## src/hdl/cfph_pkg.sv

```systemverilog
// Package with the constants, types and helper functions of the case-folded string hash.
package cfph_pkg;

    localparam int unsigned CHAR_W = 8;
    localparam int unsigned HASH_W = 30;
    localparam int unsigned TDATA_IN_W = 8;
    localparam int unsigned TDATA_OUT_W = 32;

    localparam logic [HASH_W-1:0] HASH_BASE = 30'd239017;
    localparam logic [HASH_W-1:0] HASH_MOD = 30'd1000000007;
    localparam logic [31:0] HASH_MOD_X2 = 32'd2000000014;

    localparam logic [CHAR_W-1:0] CHAR_NUL = 8'h00;
    localparam logic [CHAR_W-1:0] CHAR_UPPER_A = 8'h41;
    localparam logic [CHAR_W-1:0] CHAR_UPPER_Z = 8'h5A;
    localparam logic [CHAR_W-1:0] CHAR_FOLD = 8'h20;

    localparam int unsigned PW_DEPTH = 4;

    typedef logic [HASH_W-1:0] t_hash;

    function automatic t_hash pow_mod(input int unsigned k);
        longint unsigned v;
        int unsigned i;
        v = 64'd1;
        for (i = 0; i < k; i++) begin
            v = (v * 64'(HASH_BASE)) % 64'(HASH_MOD);
        end
        return t_hash'(v);
    endfunction

    localparam t_hash PW_STEP = pow_mod(PW_DEPTH);
    localparam t_hash PW_INIT1 = pow_mod(1);
    localparam t_hash PW_INIT2 = pow_mod(2);
    localparam t_hash PW_INIT3 = pow_mod(3);

    localparam logic [30:0] HASH_MU = 31'(64'h1000_0000_0000_0000 / 64'(HASH_MOD));

    function automatic t_hash mod_fix(input logic [31:0] r);
        logic [31:0] v;
        if (r >= HASH_MOD_X2) begin
            v = r - HASH_MOD_X2;
        end else if (r >= 32'(HASH_MOD)) begin
            v = r - 32'(HASH_MOD);
        end else begin
            v = r;
        end
        return v[HASH_W-1:0];
    endfunction

endpackage

```

## src/hdl/case_folded_polynomial_string_hash.sv

```systemverilog
// Top level of the case-folded polynomial string hash modulo 1000000007.
//
// Channel   Direction  Payload
// s_axis    in         tdata[7:0] char_byte
// m_axis    out        tdata[29:0] hash_value, tdata[31:30] zero
//
// One byte request is taken per cycle unless stalled; a zero byte's hash is registered out after stage d.
// The running base power cycles through a four-stage multiply and Barrett reduction loop
// that holds four interleaved powers, so it steps once per accepted non-zero byte.
// Synchronous reset empties the pipeline, clears the hash and restarts the power at one.
// The input stalls only while a hash waits on the output and another one reaches the end.
module case_folded_polynomial_string_hash (
    input  logic                              i_clk,
    input  logic                              i_rst_n,
    input  logic                              i_s_axis_tvalid,
    output logic                              o_s_axis_tready,
    input  logic [cfph_pkg::TDATA_IN_W-1:0]   i_s_axis_tdata,  // [7:0] char_byte
    output logic                              o_m_axis_tvalid,
    input  logic                              i_m_axis_tready,
    output logic [cfph_pkg::TDATA_OUT_W-1:0]  o_m_axis_tdata   // [29:0] hash_value
);
    import cfph_pkg::*;

    logic               w_en;
    logic               w_take;
    logic               w_step;
    logic               w_restart;
    logic [CHAR_W-1:0]  w_chr;

    // Power loop: registers r_pw0, r_pw_p, r_pw_x with r_pw_q, and r_pw_r hold four interleaved powers.
    t_hash              r_pw0;
    logic [59:0]        r_pw_p;
    logic [31:0]        r_pw_x;
    logic [HASH_W-1:0]  r_pw_q;
    logic [31:0]        r_pw_r;
    logic [59:0]        n_pw_p;
    logic [61:0]        w_pw_q2;
    logic [31:0]        w_pw_qm;

    // Data pipeline.
    logic               r_a_vld;
    logic               r_a_end;
    t_hash              r_a_pow;
    logic [CHAR_W-1:0]  r_a_chr;
    logic               r_b_vld;
    logic               r_b_end;
    logic [37:0]        r_b_x;
    logic               r_c_vld;
    logic               r_c_end;
    logic [31:0]        r_c_x;
    logic [7:0]         r_c_q;
    logic               r_d_vld;
    logic               r_d_end;
    logic [31:0]        r_d_r;
    logic [39:0]        w_c_q2;
    logic [31:0]        w_d_qm;

    t_hash              r_acc;
    t_hash              n_acc;
    t_hash              w_term;
    logic [HASH_W:0]    w_sum;

    logic               r_out_vld;
    t_hash              r_out_hash;

    assign w_en = !(r_out_vld && !i_m_axis_tready && r_d_vld && r_d_end);
    assign o_s_axis_tready = w_en;
    assign w_take = i_s_axis_tvalid && w_en;
    assign w_step = w_take && (i_s_axis_tdata != CHAR_NUL);
    assign w_restart = w_take && (i_s_axis_tdata == CHAR_NUL);

    always_comb begin
        if (i_s_axis_tdata inside {[CHAR_UPPER_A:CHAR_UPPER_Z]}) begin
            w_chr = i_s_axis_tdata + CHAR_FOLD;
        end else begin
            w_chr = i_s_axis_tdata;
        end
    end

    always_comb begin
        n_pw_p = 60'(r_pw0) * 60'(PW_STEP);
        w_pw_q2 = 62'(r_pw_p[59:29]) * 62'(HASH_MU);
        w_pw_qm = 32'(r_pw_q) * 32'(HASH_MOD);
    end

    // On restart the loop is loaded with the first four powers so the next bytes see them in turn.
    always_ff @(posedge i_clk) begin
        if (!i_rst_n || w_restart) begin
            r_pw0 <= t_hash'(1);
            r_pw_p <= 60'(PW_INIT3);
            r_pw_x <= 32'(PW_INIT2);
            r_pw_q <= '0;
            r_pw_r <= 32'(PW_INIT1);
        end else if (w_step) begin
            r_pw0 <= mod_fix(r_pw_r);
            r_pw_p <= n_pw_p;
            r_pw_x <= r_pw_p[31:0];
            r_pw_q <= w_pw_q2[60:31];
            r_pw_r <= r_pw_x - w_pw_qm;
        end
    end

    always_comb begin
        w_c_q2 = 40'(r_b_x[37:29]) * 40'(HASH_MU);
        w_d_qm = 32'(r_c_q) * 32'(HASH_MOD);
        w_term = mod_fix(r_d_r);
        w_sum = {1'b0, r_acc} + {1'b0, w_term};
        if (w_sum >= {1'b0, HASH_MOD}) begin
            n_acc = t_hash'(w_sum - {1'b0, HASH_MOD});
        end else begin
            n_acc = w_sum[HASH_W-1:0];
        end
    end

    always_ff @(posedge i_clk) begin
        if (!i_rst_n) begin
            r_a_vld <= 1'b0;
            r_b_vld <= 1'b0;
            r_c_vld <= 1'b0;
            r_d_vld <= 1'b0;
        end else if (w_en) begin
            r_a_vld <= i_s_axis_tvalid;
            r_b_vld <= r_a_vld;
            r_c_vld <= r_b_vld;
            r_d_vld <= r_c_vld;
        end
    end

    always_ff @(posedge i_clk) begin
        if (w_en) begin
            r_a_end <= (i_s_axis_tdata == CHAR_NUL);
            r_a_pow <= r_pw0;
            r_a_chr <= w_chr;
            r_b_end <= r_a_end;
            r_b_x <= 38'(r_a_pow) * 38'(r_a_chr);
            r_c_end <= r_b_end;
            r_c_x <= r_b_x[31:0];
            r_c_q <= w_c_q2[38:31];
            r_d_end <= r_c_end;
            r_d_r <= r_c_x - w_d_qm;
        end
    end

    always_ff @(posedge i_clk) begin
        if (!i_rst_n) begin
            r_acc <= '0;
        end else if (w_en && r_d_vld) begin
            if (r_d_end) begin
                r_acc <= '0;
            end else begin
                r_acc <= n_acc;
            end
        end
    end

    always_ff @(posedge i_clk) begin
        if (!i_rst_n) begin
            r_out_vld <= 1'b0;
        end else if (w_en && r_d_vld && r_d_end) begin
            r_out_vld <= 1'b1;
        end else if (i_m_axis_tready) begin
            r_out_vld <= 1'b0;
        end
    end

    always_ff @(posedge i_clk) begin
        if (w_en && r_d_vld && r_d_end) begin
            r_out_hash <= r_acc;
        end
    end

    assign o_m_axis_tvalid = r_out_vld;
    assign o_m_axis_tdata = {(TDATA_OUT_W - HASH_W)'(0), r_out_hash};

endmodule

```

## config.mk

```make
export PLATFORM = sky130hd
export DESIGN_NAME = case_folded_polynomial_string_hash
export DESIGN_NICKNAME = d
export VERILOG_FILES = /design/src/hdl/cfph_pkg.sv /design/src/hdl/case_folded_polynomial_string_hash.sv
export SDC_FILE = /design/constraint.sdc
export NUM_CORES = 2
export LEC_CHECK = 0
export BUFFER_PORTS_ARGS = -buffer_cell sky130_fd_sc_hd__buf_4
export CAP_MARGIN = 20
export CORE_ASPECT_RATIO = 0.5
export CORE_UTILIZATION = 67
export DETAILED_ROUTE_END_ITERATION = 12
export PLACE_DENSITY = 0.9
export SLEW_MARGIN = 20
export SYNTH_ARGS = -nofsm -noshare
export SYNTH_HDL_FRONTEND = slang
export SYNTH_SLANG_ARGS = --single-unit
```

## constraint.sdc

```tcl
create_clock -name i_clk -period 9.8 [get_ports i_clk]
set_clock_uncertainty 0.1 [all_clocks]
set_input_delay 1.47 -clock i_clk [delete_from_list [all_inputs] [get_ports i_clk]]
set_output_delay 1.47 -clock i_clk [all_outputs]
set_load 0.05 [all_outputs]
```

==> run metrics <==
clock buffer depth=3; Tmin final=8.436 ns; root buffer cell=clkbuf_16; All-Layer GR Usage=roughly a third; DRC viols=7; IO Port Bufs=43; CORE AREA=98710 µm²; Antenna Violating Nets Remaining=0; final slew viol count=0; CP max FO=12; Syn Inst Count=between 6000 and 7000; met3 global-route usage=7.181%; effective utilization at floorplan=between 60% and 70%; Max Freq=0.1185 GHz; Tcrit/Tclk final=86.08%; WP data required=between 10 and 15 ns; pin count of the biggest net entering global routing=78; die height=between 200 and 250 µm; status=finished with violations; clock sink total=400; worst rel slew slack=approximately 18%; Sum Neg Setup Slack=0 ns; RSZ-0062 raised after global routing=false; DP HPWL=roughly 140 mm; min setup slack post-route=~1.4 ns; Setup violations, final=0; Mean Syn Cell Area=9.906 µm²; DR pass1 iterations=12; Resized cells post-CTS=0; total of max-cap violations=0; average vias per placed instance=~6.1; CTS tree=done; setup repair bufs after CTS=0; post-synthesis sequential area ratio=between 10% and 20%; Detailed Route Iter0 Violations=roughly 4600; most frequent cells in the layout=inv_1, ha_1, fa_1; antenna cells=0; Placed Area=69220 µm²; WP data arrival=8.86 ns; initial antenna violation count=1; final net count=9048; critical path class=register to register; vias in the first global route=roughly 54000; Yosys Warn Count=0; share of layout cells above drive strength 1=3.426%; total global routing overflow=0; wire per inst=~21 µm; asr flop ratio synth=0%; row count=81; Slew @ Worst Pin=1.231 ns; grt peak-use layer=met2; Worst-path clk slew=0.08 ns; met1 GRT Util=43.00%; commonest non-fill, non-tap cell in the layout=inv_1; Post-synth EDFFs=182; worst hold slack=around 0.31 ns; CTS buffer count=43; placer congestion estimate=1.015; vias=49960; met2 Use GR=58.54%; Post-Syn Area=67400 µm²; Hold Fails Final Rpt=0; first-pass GRT wire length=279.9 mm; Critical Path Source Type=register; die area=102000 µm²; top_reg_cell synth=dfxtp_1; CTS Hold Bufs=0; Design Area, Final=70750 µm²; I/O pins=46; die width=450.6 µm; post-synth cell types=97; pre-CTS setup slack=1.542 ns; HP Class=register to register; element type at the critical path end=register; Synth-to-Final Area Change=4.971%; H-tree levels=2; failing checks=design-rule violations; Post-Route WL=172.5 mm; Synth Register Bits=400; Clock Latency Late Sink=0.65 ns
synthesized netlist by cell type (all sizes together), types with 101 or more instances:
master / n / area share [%]
ha: 1178 / 22
xnor2: 196 / 2.5
nand2: 377 / 2.1
fa: 1063 / 32
o21ai: 189 / 1.4
a21oi: 228 / 1.7
edfxtp: 182 / 8.1
inv: 1538 / 8.6
nor2: 189 / 1.1
clkbuf: 118 / 0.66
and2: 142 / 1.3
xor2: 101 / 1.3
dfxtp: 218 / 6.5
kinds of logic (layout without fill, tap and decap cells):
family                   after synthesis  count (layout)  synth area share [%]
AO/OA/AOI/OAI                       1002            1002                 9.959
other                                  1               2              0.005564
AND/OR/NAND/NOR                     1164            1164                 8.517
buffers and inverters               1685            1710                 9.426
XOR/XNOR                             297             297                 3.859
flip-flops                           400             400                 14.58
multiplexers                          13              13                0.1968
adder cells (fa/ha/maj)             2242            2242                 53.45
area by class of cell:
class                      instances  area (µm²)
timing repair buffer              92       690.7
fill                            6456       27960
clock inverter                    32       376.6
clock buffer                      48        1157
sequential                       400        9829
multi-input combinational       4720       51260
inverter                        1538        5778
tap                             1328        1662
registers in the layout, indices dropped and copies added (netlist names), 8 cells and up:
signal / count
r_c_q: 8
r_b_x: 38
r_d_r: 32
r_pw_x: 32
r_acc: 30
r_pw_r: 32
r_a_chr: 8
r_pw_p: 59
r_pw_q: 30
r_out_hash: 30
r_pw0: 30
r_a_pow: 30
r_c_x: 32
worst paths after layout:
kind	cells past startpoint	startpoint	slack (ns)	endpoint
max reg2reg	22	r_pw_p[41]	1.36	r_pw_q[29]
min reg2reg	0	r_b_end	0.31	r_c_end
max	22	r_pw_p[41]	1.36	r_pw_q[29]
min	0	r_b_end	0.31	r_c_end
worst max-delay path, cell delays in order (launching register included):
cell	delay, ns
dfxtp_1	0.88
fa_1	0.61
fa_1	0.49
fa_1	0.59
fa_1	0.46
fa_1	0.53
inv_1	0.06
fa_1	0.48
fa_1	0.57
inv_1	0.05
ha_1	0.29
nand3_1	0.09
a211oi_1	0.16
o21ai_0	0.10
nand2b_1	0.16
a31oi_1	0.24
o21ai_0	0.51
a41o_1	0.31
a41oi_1	0.23
a31o_2	0.34
a2111oi_0	0.70
nor3_1	0.09
o32ai_1	0.29
per-layer routing:
layer	routed length [µm]	vias up
li1	-	22120
met1	64380	24400
met2	81470	2672
met3	16470	780
met4	10170	0
met5	0	-
stage by stage:
| step | utilization, % | std cells |
|---|---|---|
| 2_1_floorplan | - | 6805 |
| 3_3_place_gp | 70.12 | 8078 |
| 3_5_place_dp | 70.12 | 8078 |
| 4_1_cts | 71.68 | 8158 |
| 5_1_grt | 71.68 | 8158 |
| 6_report | 71.68 | 8158 |
Power is not shown: default switching activity piles up to over one toggle a cycle in this logic, so the estimate is an artifact.
